[src/rtl/core/rsd_pkg.sv]
// shared types and constants for the run-length sprite row decoder
`timescale 1ns / 1ps

package rsd_pkg;

    // operation codes of an input beat
    localparam logic OP_LOAD = 1'b0;
    localparam logic OP_TICK = 1'b1;

    // fixed blob layout and limits
    localparam int HDR_W_ADDR = 2;
    localparam int HDR_H_ADDR = 3;
    localparam int ROW_TABLE  = 4;
    localparam int DIM_LIMIT  = 1024;
    localparam int REC_LIMIT  = 2048;
    localparam int X_MAX      = 4095;

    typedef enum logic [2:0] {
        PH_IDLE,
        PH_HEADER,
        PH_ROW,
        PH_RECORD,
        PH_PIXEL
    } phase_t;

    typedef enum logic [2:0] {
        KIND_PIXEL,
        KIND_HDR_OK,
        KIND_BAD_HDR,
        KIND_ROWS_DONE,
        KIND_LONG_REC,
        KIND_OVERRUN,
        KIND_COL_OVF
    } kind_t;

    // sequencer around the blob memory read
    typedef enum logic [1:0] {
        SQ_IDLE,
        SQ_WAIT_A,
        SQ_WAIT_B
    } seq_t;

    typedef struct packed {
        logic        operation;
        logic [15:0] word;
        logic        first;
        logic        last;
    } item_t;

    typedef struct packed {
        kind_t       kind;
        logic [9:0]  column;
        logic [9:0]  row;
        logic [15:0] color;
        logic [9:0]  image_width;
        logic [9:0]  image_height;
        logic        final_res;
    } result_t;

    typedef struct packed {
        logic   busy;
        phase_t phase;
    } eng_status_t;

endpackage

[src/rtl/core/rsd_engine.sv]
// decode sequencer: loads the blob, reads words and walks header, rows, records, pixels
`timescale 1ns / 1ps

module rsd_engine
    import rsd_pkg::*;
#(
    parameter int STORE_WORDS = 65536
) (
    input  logic                           clk,
    input  logic                           rst_n,
    input  logic                           item_valid,
    input  item_t                          item_data,
    output eng_status_t                    status,
    output logic                           ram_we,
    output logic [$clog2(STORE_WORDS)-1:0] ram_waddr,
    output logic [15:0]                    ram_wdata,
    output logic                           ram_re,
    output logic [$clog2(STORE_WORDS)-1:0] ram_raddr,
    input  logic [15:0]                    ram_rdata,
    output logic                           res_valid,
    output result_t                        res_data,
    input  logic                           res_room
);

    localparam int AW  = $clog2(STORE_WORDS);
    localparam int WLW = $clog2(STORE_WORDS + 1);
    localparam int PW0 = $clog2(STORE_WORDS + 2);
    localparam int PW  = (PW0 > 17) ? PW0 : 17;

    seq_t            seq_reg, seq_next;
    phase_t          phase_reg, phase_next;
    logic [WLW-1:0]  wl_reg, wl_next;
    logic [PW-1:0]   rp_reg, rp_next;
    logic [11:0]     cx_reg, cx_next;
    logic [9:0]      cy_reg, cy_next;
    logic [9:0]      hw_reg, hw_next;
    logic [9:0]      hh_reg, hh_next;
    logic [10:0]     left_reg, left_next;
    logic [15:0]     a_reg, a_next;

    logic            accept;
    logic            two_word;
    logic [PW-1:0]   addr1, addr2, wl_ext;
    logic            fetch_ok;
    logic [WLW-1:0]  wl_base;
    logic            exec;
    logic [15:0]     op_a, op_b;
    logic            emit;
    result_t         res_c;
    logic [16:0]     rec_sum;
    logic [10:0]     cy_inc;
    logic [12:0]     cx_sum;
    logic [10:0]     left_dec;

    assign accept = item_valid && (seq_reg == SQ_IDLE);
    assign status = '{busy: (seq_reg != SQ_IDLE), phase: phase_reg};
    assign wl_ext = PW'(wl_reg);

    // addresses of the word(s) the current phase needs
    always_comb
    begin
        addr1    = '0;
        addr2    = '0;
        two_word = 1'b0;
        unique case (phase_reg)
            PH_HEADER:
            begin
                addr1    = PW'(HDR_W_ADDR);
                addr2    = PW'(HDR_H_ADDR);
                two_word = 1'b1;
            end
            PH_ROW:
            begin
                addr1 = PW'(ROW_TABLE) + PW'(cy_reg);
            end
            PH_RECORD:
            begin
                addr1    = rp_reg;
                addr2    = rp_reg + PW'(1);
                two_word = 1'b1;
            end
            PH_PIXEL:
            begin
                addr1 = rp_reg;
            end
            default:
            begin
                addr1 = '0;
            end
        endcase
    end

    assign fetch_ok = (addr1 < wl_ext) && (!two_word || (addr2 < wl_ext));

    assign rec_sum  = {1'b0, op_a} + {1'b0, op_b};
    assign cy_inc   = {1'b0, cy_reg} + 11'd1;
    assign cx_sum   = {1'b0, cx_reg} + {2'b00, op_a[10:0]};
    assign left_dec = (left_reg != '0) ? (left_reg - 11'd1) : left_reg;

    always_comb
    begin
        seq_next   = seq_reg;
        phase_next = phase_reg;
        wl_next    = wl_reg;
        rp_next    = rp_reg;
        cx_next    = cx_reg;
        cy_next    = cy_reg;
        hw_next    = hw_reg;
        hh_next    = hh_reg;
        left_next  = left_reg;
        a_next     = a_reg;
        ram_we     = 1'b0;
        ram_waddr  = '0;
        ram_wdata  = item_data.word;
        ram_re     = 1'b0;
        ram_raddr  = '0;
        exec       = 1'b0;
        op_a       = ram_rdata;
        op_b       = '0;
        emit       = 1'b0;
        res_c      = '0;
        wl_base    = item_data.first ? '0 : wl_reg;

        unique case (seq_reg)
            SQ_IDLE:
            begin
                if (accept)
                begin
                    if (item_data.operation == OP_LOAD)
                    begin
                        if (item_data.first)
                        begin
                            phase_next = PH_IDLE;
                        end
                        wl_next = wl_base;
                        if (wl_base < WLW'(STORE_WORDS))
                        begin
                            ram_we    = 1'b1;
                            ram_waddr = wl_base[AW-1:0];
                            wl_next   = wl_base + WLW'(1);
                        end
                        if (item_data.last)
                        begin
                            phase_next = PH_HEADER;
                            rp_next    = '0;
                        end
                    end
                    else if (phase_reg != PH_IDLE)
                    begin
                        ram_re    = 1'b1;
                        ram_raddr = addr1[AW-1:0];
                        seq_next  = SQ_WAIT_A;
                    end
                end
            end
            SQ_WAIT_A:
            begin
                if (two_word)
                begin
                    a_next    = ram_rdata;
                    ram_re    = 1'b1;
                    ram_raddr = addr2[AW-1:0];
                    seq_next  = SQ_WAIT_B;
                end
                else
                begin
                    exec = 1'b1;
                end
            end
            SQ_WAIT_B:
            begin
                exec = 1'b1;
                op_a = a_reg;
                op_b = ram_rdata;
            end
            default:
            begin
                seq_next = SQ_IDLE;
            end
        endcase

        if (exec)
        begin
            // decide the action and its result from the fetched word(s)
            if (!fetch_ok)
            begin
                emit            = 1'b1;
                res_c.kind      = KIND_OVERRUN;
                res_c.final_res = 1'b1;
            end
            else
            begin
                unique case (phase_reg)
                    PH_HEADER:
                    begin
                        emit = 1'b1;
                        if ((op_a == '0) || (op_a >= 16'(DIM_LIMIT)) ||
                            (op_b == '0) || (op_b >= 16'(DIM_LIMIT)))
                        begin
                            res_c.kind      = KIND_BAD_HDR;
                            res_c.final_res = 1'b1;
                        end
                        else
                        begin
                            hw_next            = op_a[9:0];
                            hh_next            = op_b[9:0];
                            cx_next            = '0;
                            cy_next            = '0;
                            left_next          = '0;
                            phase_next         = PH_ROW;
                            res_c.kind         = KIND_HDR_OK;
                            res_c.image_width  = op_a[9:0];
                            res_c.image_height = op_b[9:0];
                        end
                    end
                    PH_ROW:
                    begin
                        rp_next    = PW'(ROW_TABLE) + PW'(hh_reg) + PW'(op_a);
                        cx_next    = '0;
                        phase_next = PH_RECORD;
                    end
                    PH_RECORD:
                    begin
                        if (rec_sum >= 17'(REC_LIMIT))
                        begin
                            emit            = 1'b1;
                            res_c.kind      = KIND_LONG_REC;
                            res_c.final_res = 1'b1;
                        end
                        else
                        begin
                            rp_next = rp_reg + PW'(2);
                            if (rec_sum == '0)
                            begin
                                // end of row record
                                cy_next = cy_inc[9:0];
                                if (cy_inc >= {1'b0, hh_reg})
                                begin
                                    emit            = 1'b1;
                                    res_c.kind      = KIND_ROWS_DONE;
                                    res_c.final_res = 1'b1;
                                end
                                else
                                begin
                                    phase_next = PH_ROW;
                                end
                            end
                            else
                            begin
                                cx_next   = (cx_sum > 13'(X_MAX)) ? 12'(X_MAX)
                                                                  : cx_sum[11:0];
                                left_next = op_b[10:0];
                                if (op_b != '0)
                                begin
                                    phase_next = PH_PIXEL;
                                end
                            end
                        end
                    end
                    PH_PIXEL:
                    begin
                        emit = 1'b1;
                        if (cx_reg >= {2'b00, hw_reg})
                        begin
                            res_c.kind      = KIND_COL_OVF;
                            res_c.final_res = 1'b1;
                        end
                        else
                        begin
                            res_c.kind   = KIND_PIXEL;
                            res_c.column = cx_reg[9:0];
                            res_c.row    = cy_reg;
                            res_c.color  = op_a;
                            cx_next      = cx_reg + 12'd1;
                            rp_next      = rp_reg + PW'(1);
                            left_next    = left_dec;
                            if (left_dec == '0)
                            begin
                                phase_next = PH_RECORD;
                            end
                        end
                    end
                    default:
                    begin
                        emit = 1'b0;
                    end
                endcase
            end

            if (res_c.final_res)
            begin
                phase_next = PH_IDLE;
            end

            if (emit && !res_room)
            begin
                // output slot busy: hold everything, read data stays put
                phase_next = phase_reg;
                rp_next    = rp_reg;
                cx_next    = cx_reg;
                cy_next    = cy_reg;
                hw_next    = hw_reg;
                hh_next    = hh_reg;
                left_next  = left_reg;
            end
            else
            begin
                seq_next = SQ_IDLE;
            end
        end
    end

    assign res_valid = exec && emit;
    assign res_data  = res_c;

    always_ff @(posedge clk or negedge rst_n)
    begin
        if (!rst_n)
        begin
            seq_reg   <= SQ_IDLE;
            phase_reg <= PH_IDLE;
            wl_reg    <= '0;
            rp_reg    <= '0;
            cx_reg    <= '0;
            cy_reg    <= '0;
            hw_reg    <= '0;
            hh_reg    <= '0;
            left_reg  <= '0;
        end
        else
        begin
            seq_reg   <= seq_next;
            phase_reg <= phase_next;
            wl_reg    <= wl_next;
            rp_reg    <= rp_next;
            cx_reg    <= cx_next;
            cy_reg    <= cy_next;
            hw_reg    <= hw_next;
            hh_reg    <= hh_next;
            left_reg  <= left_next;
        end
    end

    always_ff @(posedge clk)
    begin
        a_reg <= a_next;
    end

endmodule
[config.mk]
export PLATFORM = sky130hd
export DESIGN_NAME = rsd_engine
export DESIGN_NICKNAME = d
export VERILOG_FILES = /design/src/rtl/core/rsd_pkg.sv /design/src/rtl/core/rsd_engine.sv
export SDC_FILE = /design/constraint.sdc
export NUM_CORES = 1
export LEC_CHECK = 0
export BUFFER_PORTS_ARGS = -buffer_cell sky130_fd_sc_hd__buf_2
export CAP_MARGIN = 20
export CORE_MARGIN = 3
export CORE_UTILIZATION = 45
export CTS_BUF_LIST = sky130_fd_sc_hd__clkbuf_8
export DETAILED_ROUTE_END_ITERATION = 8
export PLACE_DENSITY = 0.6
export SLEW_MARGIN = 20
export SYNTH_ARGS = -nofsm -noshare
export SYNTH_HDL_FRONTEND = slang
export SYNTH_SLANG_ARGS = --single-unit
[constraint.sdc]
create_clock -name clk -period 9.1 [get_ports clk]
set_input_delay 0 -clock clk [delete_from_list [all_inputs] [get_ports clk]]
set_output_delay 0 -clock clk [all_outputs]
set_load 0.01 [all_outputs]
Yosys cells after proc, flatten, opt, wreduce, memory -nomap -nowiden
Index checks and enable logic that the tools add are counted.

Register bits: 108. Logic and storage cells: 178. Bits of input ports: 39. Output and inout port bits: 115.

Multiplexer cells: 102. Equal/unequal tests: 12. Bitwise gates (word level): 3. Magnitude comparators: 9. $add $sub $neg: 11. Reduce and logical (&&, ||, !) cells: 31.

Operators by type and width (count): 17-bit 2-to-1 mux (11); 16-bit 2-to-1 mux (10); 17-bit one-hot mux with 3 select lines (2); 36-bit 2-to-1 mux (2); 12-bit 2-to-1 mux (5); 60-bit 2-to-1 mux (1); 3-bit 2-to-1 mux (19); 56-bit 2-to-1 mux (1); 11-bit 2-to-1 mux (5); 12-bit one-hot mux with 4 select lines (1); 20-bit 2-to-1 mux (2); 17-bit by 1-bit adder with 17-bit output, second input constant (2); 17-bit less-than comparator (2); 17-bit one-hot mux with 2 select lines (1); 11-bit one-hot mux with 3 select lines (1); 16-bit by 11-bit >= comparator with 1-bit output, second input constant (2); 16-bit logical NOT (2); 16-bit one-hot mux with 2 select lines (1); 10-bit 2-to-1 mux (3); 3-bit by 10-bit adder with 11-bit output, first input constant (2); 1-bit 2-to-1 mux (20); 10-bit one-hot mux with 2 select lines (1); 2-bit 2-to-1 mux (9); 11-bit by 16-bit adder with 17-bit output (1); 40 further kinds (62).

Logic depth before layout (Yosys ltp)
Gate-level depths: netlist of the first run.

Word-level depth: 13. Depth in mapped cells: 26. Mapped depth without buffers: 20.

Worst setup path after synthesis of the first run
No wires, ideal clock.

Path type: reg-to-reg. From: register seq_reg[0]. To: register cx_reg[11]. Required time: 9.010 ns. Cell stages (with the launch flop): 26. Path buffers: 9. Path slack: 4.128 ns. Clock period less this slack: 4.972 ns. Arrival: 4.882 ns. Setup time: 0.090 ns. Path through: dfrtp_1 inv_1 ha_1 buf_6 buf_8 buf_8 buf_6 buf_12 buf_6 mux2i_2 inv_1 ha_1 clkbuf_1 nand3_1 or3_1 and3_1 o211ai_1 a2bb2oi_1 and3_1 and4_1 buf_6 a211o_2 nand3_2 or3_4 buf_6 o31ai_4.

Word-level cells in the longest chain between the ends: 12. Elaborated cells between the ends (all ways): 32. Classes of those cells: add/sub (2); order compare (4); eq/ne (5); mux (12); bitwise (1); reduce/logical (8).

RTL lines: from (decl) (line rsd_engine.sv:30) `seq_t seq_reg, seq_next;`; from (signal assigned) (line rsd_engine.sv:332) `seq_reg <= seq_next;`; parallel branches: the longest is 12 deep, another holds 16-bit by 16-bit adder with 17-bit output; to (signal assigned) (line rsd_engine.sv:336) `cx_reg <= cx_next;`; to (decl) (line rsd_engine.sv:34) `logic [11:0] cx_reg, cx_next;`.

Parallel ways; which one is timed is not known. The select of a mux whose other input is x is not followed. A chain may end at the register's enable or synchronous reset.

Final worst setup path of the first run
From: register seq_reg[0]. To: register cx_reg[6].

The elaborated chain is that of the path after synthesis.

==> reports/results.ini, run 1 <==
[clock_tree]
clkTransAtPathRegs_ns=0.12
cts_setup_buffers=0
cts_max_level=3
cts.sinks=108
clock_path_buffers=2
cts_hold_buf=18
cts-root-buf=clkbuf_8
cts_tree=built
cts-resized-gates=0
clk_latency_ns=0.43
cts_buffers=9

[global_routing]
grt_pass1_wl_um=68900
grt_max_degree=48
grt_pass1_vias=11900
grt_antenna_before_repair=0
track_usage_pct=29.7
overflow=0

[synthesis]
synth_fp_nets=1764
ys.flop_type=dfrtp_1
synth_top_area_share_pct=18.7
yosys.area.top_type=dfrtp_1
synth_area_per_cell_um2=7.60
yosys-top-cells-area=dfrtp_1 (19%), ha_1 (10%), nor2_1 (5.1%)
ys_seq_area_share_pct=22.6
synth-async-reset-ratio_pct=85.2
synth_area_mm2=0.0123
synthCells=1623
yosysMostFrequentCell=nor2_1
ys_warn_count=0
yosys-top-cells-count=nor2_1 (167), nand2_1 (144), inv_1 (102), a21oi_1 (100), ha_1 (100)
synth_edf_count=16
ys_ff_latch=108
synth_cell_types=98

[floorplan]
start_util_pct=46.6
die_w_um=172
die_area_mm2=0.0294
core_area_mm2=0.0265
io-pin-count=154
dieHeight_um=172
rows=59

[sta]
maxClockFrequency_ghz=0.159
hold_violations=0
maxSlewViolCount=0
setup_viol=0
finalCritPeriodShare_pct=69.1
rsz0062_at_grt=no
whs_ns=0.00000348
fin_ws_ns=2.81
relSlewSlack_pct=29.7
skew_ns=0.0215
setup_tns_ns=0
period_needed_ns=6.29
tightest_slew_ns=1.05

[critical_path]
crit_buf_inv=3
slowest_stage=or3_4
critPathRequiredTime_ns=9.41
crit_chain=inv_1 > ha_2 > buf_4 > mux2i_1 > inv_1 > ha_1 > nand3_1 > nand2_1 > and4b_1 > a2111oi_0 > o2111a_1 > and4b_1 > and4_1 > a211o_2 > nand3_2 > or3_4 > mux2_1
slowest_delay_ns=0.68
worst-setup-path-type=register to register
cp-end-kind=register
worstSetupPathDepth=17
critPathTopFamily=simple AND/OR/NAND/NOR gates
ff2ff_setup_slack_ns=2.81
worst_ep_arrival_time_ns=6.59
cp-start-kind=register
r2r_cells=17
cp_max_fo=28

[drt]
wire_per_inst_um=22.0
dr.pass1.iters=5
via_per_inst=6.29
initialDrtViolationCount=1116
drt-total-wl_um=44200
dr_total_vias=12700
drtAntennaViolNets=0
drc_errors=0

[run]
cap_violations=0

[power_and_ir_drop]
powerDensity_mw_per_mm2=183
swShare_pct=51.9
p_leak_nw=5.87
p_comb_share_pct=61.7
p_int_w=0.00117
pwr-share-seq_pct=24.5
irDropWorstVdd_v=0.000104
clock_power_share_pct=13.8
p_switching_w=0.00126

[placed_design]
post_dp_cell_area_mm2=0.0129
portBuffers=121
detailedPlace.worstSlack_ns=2.91
placed_cells=1977
gp_congestion=0.972
hpwl_um=33300

[finish]
antenna_cells=0
layout-drive-gt1-share_pct=11.7
final_cell_area_mm2=0.0132
synthToLayoutAreaGrowth_pct=7.38
final_nets=1812
stdcell_count=2011

[worst_hold_path]
worstHoldPathCells=0
hp-class=input port to output port

[run_status]
status=finished clean

## layer usage
metal	up-vias	track usage, %	share of wire (%)
li1	6016	-	-
met3	80	6.09	7.3
met5	-	0	0
met2	522	47.2	45
met4	0	8.57	2.8
met1	6038	41.1	45
## area by class of cell
cell class | instances | area, um2
flip-flops and latches | 108 | 2780
inverters | 106 | 398
clock buffers | 9 | 124
well taps | 335 | 419
fillers | 2632 | 13300
multi-input cells | 1293 | 8560
repair buffers | 153 | 893
clock inverters | 7 | 73.8
## through the flow
step	total power, W	util, %
3_3_place_gp	0.00205	48.5
5_1_grt	0.00259	50.0
6_report	0.00243	50.0
3_5_place_dp	0.00205	48.5
4_1_cts	0.00240	50.0
2_1_floorplan	0.00170	-
## placed cells by master (no fill, tap or decap), drive strengths merged, types with 19 or more instances in the layout
| cell type | n |
|---|---|
| nand4 | 27 |
| o22ai | 23 |
| ha | 100 |
| a21o | 34 |
| nand2 | 144 |
| a21oi | 100 |
| xor2 | 25 |
| dfrtp | 92 |
| o21ai | 111 |
| a31oi | 19 |
| and3 | 34 |
| inv | 108 |
| nor2 | 167 |
| nand3 | 66 |
| nor4 | 27 |
| nand2b | 34 |
| buf | 135 |
| nor3 | 36 |
| xnor2 | 43 |
| mux2i | 19 |
## worst paths after layout
kind,start,endpoint
worst min register to register,hh_reg[2],hh_reg[2]
max in group asynchronous,rst_n,hh_reg[0]
worst min-delay path,item_data[12],ram_wdata[10]
worst max-delay path,seq_reg[0],cx_reg[6]
worst max register to register,seq_reg[0],cx_reg[6]
min in group asynchronous,rst_n,wl_ext[6]
## cells by family after synthesis
logic type	Yosys count	share of synthesized area, %
mux	27	2.36
flops	108	22.6
buf+inv	222	8.26
simple gates	616	24.7
fa+ha+maj	102	10.5
xor+xnor	68	4.83
compound gates	480	26.9
## power by group through the flow
stage	clock (W)	combinational, W	sequential [W]
5_1_grt	0.000357	0.00164	0.000600
6_report	0.000336	0.00150	0.000594
2_1_floorplan	0	0.00113	0.000571
3_3_place_gp	0	0.00145	0.000600
4_1_cts	0.000343	0.00147	0.000592
3_5_place_dp	0	0.00145	0.000602
## worst register-to-register path, stage by stage (launching register included)
cell	delay [ns]
dfrtp_1	0.42
inv_1	0.14
ha_2	0.49
buf_4	0.39
mux2i_1	0.60
inv_1	0.17
ha_1	0.41
nand3_1	0.10
nand2_1	0.06
and4b_1	0.22
a2111oi_0	0.38
o2111a_1	0.25
and4b_1	0.28
and4_1	0.55
a211o_2	0.25
nand3_2	0.44
or3_4	0.69
mux2_1	0.34
(Power assumes the default switching activity.)
==> inputs of run 2 (changes only) <==
Clock period 9.1 ns to 5.8 ns, I/O delays scaled along.
==> run 2 against run 1 <==
Sequential power increased by 55%. Non-clock buffer count increased by 16. Clock power increased by 46%. Core utilization increased by 0.46 points. Largest power group unchanged. Global-route usage about the same. Worst setup slack got worse by 2.4 ns. Power increased by 59%. Clock skew decreased by 0.0021 ns. Critical path type unchanged. Design area increased by 0.93%. Via count increased by 1.5%. Combinational power increased by 63%. Fmax increased by 17%.
==> reports/results.ini, run 2 (synthesized netlist as in run 1, its figures left out) <==
[power_and_ir_drop]
swShare_pct=52.2  ; was 51.9%
powerDensity_mw_per_mm2=288  ; was 183 mW/mm2
p_switching_w=0.00201  ; was 0.00126 W
p_leak_nw=5.98  ; was 5.87 nW
power.total_w=0.00385  ; was 0.00243 W
p_comb_share_pct=63.4  ; was 61.7%
irDropWorstVdd_v=0.000171  ; was 0.000104 V
p_int_w=0.00184  ; was 0.00117 W
pwr-share-seq_pct=23.9  ; was 24.5%
clock_power_share_pct=12.7  ; was 13.8%

[sta]
rsz0062_at_grt=no  ; unchanged
relSlewSlack_pct=34.2  ; was 29.7%
setup_tns_ns=0  ; unchanged
whs_ns=0.00000348  ; unchanged
setup_viol=0  ; unchanged
fin_ws_ns=0.407  ; was 2.81 ns
period_needed_ns=5.39  ; was 6.29 ns
hold_violations=0  ; unchanged
maxClockFrequency_ghz=0.185  ; was 0.159 GHz
finalCritPeriodShare_pct=93.0  ; was 69.1%
skew_ns=0.0194  ; was 0.0215 ns
maxSlewViolCount=0  ; unchanged
tightest_slew_ns=0.962  ; was 1.05 ns

[finish]
multi_input_area_mm2=0.00858  ; was 0.00856 mm2
layout-drive-gt1-share_pct=12.8  ; was 11.7%
final_common_cell=nor2_1  ; unchanged
postLayoutCoreUtil_pct=50.5  ; was 50.0%
seqCellArea_mm2=0.00278  ; unchanged
layout_common_cells=nor2_1 (164), nand2_1 (142), buf_2 (120)  ; was nor2_1 (166), nand2_1 (143), buf_2 (120)
antenna_cells=0  ; unchanged
final_nets=1828  ; was 1812
nFillCells=2652  ; was 2632
synthToLayoutAreaGrowth_pct=8.38  ; was 7.38%

[global_routing]
grt_max_degree=49  ; was 48
grt_pass1_vias=11800  ; was 11900
grt_pass1_wl_um=68500  ; was 68900 um
overflow=0  ; unchanged
track_usage_pct=29.7  ; about the same
grt_antenna_before_repair=1  ; was 0

[drt]
via_per_inst=6.34  ; was 6.29
drtAntennaViolNets=0  ; unchanged
dr_total_vias=12800  ; was 12700
drt-total-wl_um=44400  ; was 44200 um
dr.pass1.iters=6  ; was 5
wire_per_inst_um=21.9  ; was 22.0 um
drc_errors=0  ; unchanged
initialDrtViolationCount=1299  ; was 1116

[floorplan]
rows=59  ; unchanged
dieHeight_um=172  ; unchanged
die_w_um=172  ; unchanged
core_area_mm2=0.0265  ; unchanged
die_area_mm2=0.0294  ; unchanged
start_util_pct=46.6  ; unchanged
io-pin-count=154  ; unchanged

[clock_tree]
cts-root-buf=clkbuf_8  ; unchanged
clock_path_buffers=2  ; unchanged
cts_max_level=3  ; unchanged
clk_latency_ns=0.40  ; was 0.43 ns
cts_buffers=9  ; unchanged
clkTransAtPathRegs_ns=0.12  ; about the same
cts.sinks=108  ; unchanged
cts_tree=built  ; unchanged

[critical_path]
critPathRequiredTime_ns=6.12  ; was 9.41 ns
cp-start-kind=register  ; unchanged
ff2ff_setup_slack_ns=0.41  ; was 2.81 ns
regToRegEndpoint=left_reg[1]  ; was cx_reg[6]
cp-endpoint=left_reg[1]  ; was cx_reg[6]
worst_ep_arrival_time_ns=5.71  ; was 6.59 ns
cp-startpoint=seq_reg[0]  ; unchanged
cp_max_fo=10  ; was 28
r2r-start=seq_reg[0]  ; unchanged
r2r_cells=17  ; unchanged
worst-setup-path-type=register to register  ; unchanged
cp-end-kind=register  ; unchanged

[worst_hold_path]
hp-class=input port to output port  ; unchanged

[placed_design]
hpwl_um=33700  ; was 33300 um
portBuffers=121  ; unchanged
gp_congestion=0.999  ; was 0.972
detailedPlace.worstSlack_ns=0.276  ; was 2.91 ns

[run_status]
status=finished clean  ; unchanged

[run]
cap_violations=0  ; unchanged

[run 2: timing repair]
item,in CTS,in global routing
setup endpoints to repair,0,50
buffers inserted,0,0
endpoints found under the hold margin,61,0
hold buffers,17,0
resized for setup,0,10
[run 2: worst min-delay path by stage]
stage	startpoint	endpoint	slack, ns	cells after the start
2_1_floorplan	rst_n	cx_reg[0]	-0.30	0
3_3_place_gp	item_data[17]	ram_wdata[15]	0.00007	0
3_5_place_dp	item_data[17]	ram_wdata[15]	0.00007	0
4_1_cts	item_data[17]	ram_wdata[15]	0.00007	0
5_1_grt	item_data[13]	ram_wdata[11]	0.00002	0
6_report	item_data[12]	ram_wdata[10]	0.000003	0
[run 2: metal layers]
layer	wire, um	vias up	track usage (%)
li1	-	6052	-
met3	3410	99	5.26
met1	19600	6157	41.1
met5	13	-	0
met2	19700	531	46.8
met4	1600	2	10.5
[run 2: area by class of cell]
type	instances	share of cell area (%)
Multi-Input combinational cell	1293	64.1
Sequential cell	108	20.8
Timing Repair Buffer	169	7.56
Tap cell	335	3.13
Inverter	106	2.98
Clock buffer	10	1.03
Clock inverter	5	0.346
[run 2: power groups by stage]
stage          registers (W)  logic [W]  clock network, W
6_report            0.000920    0.00244          0.000491
5_1_grt             0.000929    0.00265          0.000523
4_1_cts             0.000916    0.00238          0.000509
3_5_place_dp        0.000931    0.00236                 0
3_3_place_gp        0.000930    0.00234                 0
2_1_floorplan       0.000895    0.00177                 0
[run 2: stage by stage]
step / std cells / cell area (um2)
after detailed placement: 1994 / 13000
after CTS: 2026 / 13300
after floorplan: 1623 / 12300
after global routing: 2026 / 13400
after global placement: 1994 / 13000
final: 2026 / 13400
[run 2: critical path, stage by stage, from the launching register on]
cell and delay [ns]:
dfrtp_1 0.42, inv_1 0.14, ha_2 0.38, mux2i_2 0.56
inv_1 0.28, ha_1 0.31, ha_1 0.19, a31o_2 0.23
a22oi_2 0.32, nor4_2 0.13, o21a_1 0.21, a211oi_2 0.27
and4_1 0.57, o21ai_1 0.36, a211oi_1 0.33, o2111ai_2 0.19
buf_4 0.23, o22ai_1 0.18
==> inputs of run 3 (changes only) <==
Settings changed: CORE_UTILIZATION 45 to 56, PLACE_DENSITY 0.6 to 0.76.
Clock period 5.8 ns to 4.4 ns, I/O delays scaled along.
==> run 3 against run 2 <==
The run now ends with setup timing left. Worst setup slack worse by 0.58 ns. Combinational power is 84% higher. Routed wire length is 10% higher. Hold slack hardly changed. Core utilization is 25 points higher. Critical path type is now register to output port. Sequential share of layout area is 3.4 points lower. Via count is 11% higher. Die area is 19% lower.
==> reports/results.ini, run 3 (synthesized netlist as in run 1, its figures left out) <==
[critical_path]
cp-start-kind=register  ; unchanged
critPathTopFamily=compound AO/OA/AOI/OAI gates  ; unchanged
slowest_stage=a2111oi_0  ; was and4_1
cp_max_fo=4  ; was 10
worst-setup-path-type=register to output port  ; was register to register
worst_ep_arrival_time_ns=4.58  ; was 5.71 ns
critPathRequiredTime_ns=4.40  ; was 6.12 ns
crit_buf_inv=2  ; was 3
crit_chain=inv_1 > ha_1 > nand2b_1 > a21o_1 > a21o_1 > a21o_1 > a2111oi_0 > o21ai_0 > and2_1 > a21oi_1 > o211a_1 > nor2_2 > buf_2  ; was inv_1 > ha_2 > mux2i_2 > inv_1 > ha_1 > ha_1 > a31o_2 > a22oi_2 > nor4_2 > o21a_1 > a211oi_2 > and4_1 > o21ai_1 > a211oi_1 > o2111ai_2 > buf_4 > o22ai_1
ff2ff_setup_slack_ns=-0.11  ; was 0.41 ns
cp-end-kind=output port  ; was register
r2r_cells=15  ; was 17
regToRegEndpoint=left_reg[7]  ; was left_reg[1]
crit_top_cell=a21o_1
slowest_delay_ns=0.88  ; was 0.57 ns
r2r-start=cx_reg[0]  ; was seq_reg[0]
worstSetupPathDepth=13  ; was 17

[clock_tree]
cts.sinks=108  ; unchanged
cts_tree=built  ; unchanged
clock_path_buffers=2  ; unchanged
cts_buffers=9  ; unchanged
clk_latency_ns=0.43  ; was 0.40 ns
cts_max_level=3  ; unchanged
clkTransAtPathRegs_ns=0.12  ; about the same
cts-root-buf=clkbuf_8  ; unchanged

[placed_design]
gp_congestion=1.02  ; was 0.999
portBuffers=121  ; unchanged
hpwl_um=35600  ; was 33700 um

[drt]
via_per_inst=6.67  ; was 6.34
wl_met3_um=4850  ; was 3410 um
wl_met1_um=18900  ; was 19600 um
wire_per_inst_um=22.9  ; was 21.9 um
dr_total_vias=14200  ; was 12800
top_layer=met4  ; was met5
initialDrtViolationCount=1655  ; was 1299
drc_errors=0  ; unchanged
drt-total-wl_um=48900  ; was 44400 um
drtAntennaViolNets=0  ; unchanged
wl_met2_um=22600  ; was 19700 um
dr.pass1.iters=6  ; unchanged

[run]
cap_violations=0  ; unchanged

[worst_hold_path]
worstHoldPathCells=0  ; unchanged
hp-class=input port to output port  ; unchanged
hold_path_startpoint=item_data[3]  ; was item_data[12]
min_to=ram_wdata[1]  ; was ram_wdata[10]

[run_status]
status=complete, but fails checks  ; was finished clean
violations=setup timing

[sta]
tightest_slew_ns=0.974  ; was 0.962 ns
whs_ns=0.00000389  ; was 0.00000348 ns
maxClockFrequency_ghz=0.219
finalCritPeriodShare_pct=104
maxSlewViolCount=0  ; unchanged
hold_violations=0  ; unchanged
skew_ns=0.0275  ; was 0.0194 ns
relSlewSlack_pct=33.4  ; was 34.2%
period_needed_ns=4.58
rsz0062_at_grt=yes  ; was no
fin_ws_ns=-0.175  ; was 0.407 ns
setup_viol=32  ; was 0

[power_and_ir_drop]
irDropWorstVdd_v=0.000284  ; was 0.000171 V
powerDensity_mw_per_mm2=397  ; was 288 mW/mm2
p_leak_nw=6.93  ; was 5.98 nW

[global_routing]
track_usage_pct=37.8  ; was 29.7%
overflow=0  ; unchanged
grt_antenna_before_repair=0  ; was 1
grt_pass1_wl_um=72300  ; was 68500 um
grt_pass1_vias=13100  ; was 11800
grt_max_degree=51  ; was 49

[floorplan]
die_area_mm2=0.0238  ; was 0.0294 mm2
start_util_pct=57.8  ; was 46.6%
core_area_mm2=0.0214  ; was 0.0265 mm2
io-pin-count=154  ; unchanged
dieHeight_um=154  ; was 172 um
die_w_um=154  ; was 172 um
rows=53  ; was 59

[finish]
synthToLayoutAreaGrowth_pct=29.8  ; was 8.38%
nFillCells=1623  ; was 2652
final_common_cell=buf_4  ; was nor2_1
final_nets=1990  ; was 1828
postLayoutCoreUtil_pct=75.0  ; was 50.5%
layout_common_cells=buf_4 (163), nand2_1 (139), nor2_1 (127)  ; was nor2_1 (164), nand2_1 (142), buf_2 (120)
layout-drive-gt1-share_pct=27.8  ; was 12.8%

run 3: worst reg2reg max path: stages (launching register included):
cell	delay [ns]
dfrtp_1	0.44
inv_1	0.19
ha_1	0.26
nand2b_1	0.15
a21o_1	0.21
a21o_1	0.19
a21o_1	0.20
a2111oi_0	0.88
o21ai_0	0.41
a31o_1	0.37
a31oi_4	0.23
nand2_1	0.09
buf_4	0.20
buf_4	0.18
o41ai_2	0.32
o21ai_1	0.10
run 3: area by class of cell:
class / count / area (um2) / area share [%]
clock buffers: 9 / 124 / 0.774
multi-input cells: 1293 / 9540 / 59.6
repair buffers: 331 / 2750 / 17.2
well taps: 275 / 344 / 2.15
clock inverters: 7 / 65.1 / 0.406
flip-flops and latches: 108 / 2780 / 17.4
inverters: 106 / 405 / 2.53
diodes: 1 / 2.50 / 0.0156
run 3: layer usage:
layer,up-vias,global-route usage (%)
li1,6397,-
met1,6762,49.6
met2,865,61.4
met3,185,5.76
met4,0,17.8
met5,-,0
run 3: metrics by stage:
step / TNS (ns) / cell area, um2 / instances / total power (W) / worst slack, ns
final: -1.47 / 16000 / 2130 / 0.00636 / -0.175
after global routing: -14.06 / 16000 / 2129 / 0.00666 / -0.232
after CTS: 0 / 14800 / 2107 / 0.00577 / 0.00298
after detailed placement: -1.26 / 14200 / 2063 / 0.00497 / -0.114
after global placement: -0.0262 / 14200 / 2063 / 0.00492 / -0.0262
after floorplan: -5.05 / 12600 / 1623 / 0.00370 / -0.222
run 3: report_power, final:
group / total (W) / leakage, nW / internal, W / switching (W)
logic: 0.00449 / 5.52 / 0.00186 / 0.00263
clock network: 0.000664 / 0.0930 / 0.000220 / 0.000444
registers: 0.00120 / 1.31 / 0.00110 / 0.000107
total: 0.00636 / 6.93 / 0.00318 / 0.00318
run 3: repair_timing:
action                                  in CTS  in global routing
hold endpoints to repair                    65                  0
pin swaps                                    4                 27
endpoints found under the setup margin     109                135
buffers inserted                            10                 18
hold buffers                                17                  0
resized for setup                           21                230
gates cloned                                 1                  4
run 3: worst max path at each step:
stage,start,slack [ns],endpoint
after floorplan,seq_reg[0],-0.22,cx_reg[3]
after global placement,rp_reg[1],-0.03,left_reg[9]
after detailed placement,seq_reg[0],-0.11,left_reg[9]
after CTS,seq_reg[0],0.003,res_valid
after global routing,cx_reg[0],-0.23,res_data[0]
final,cx_reg[0],-0.18,res_data[0]
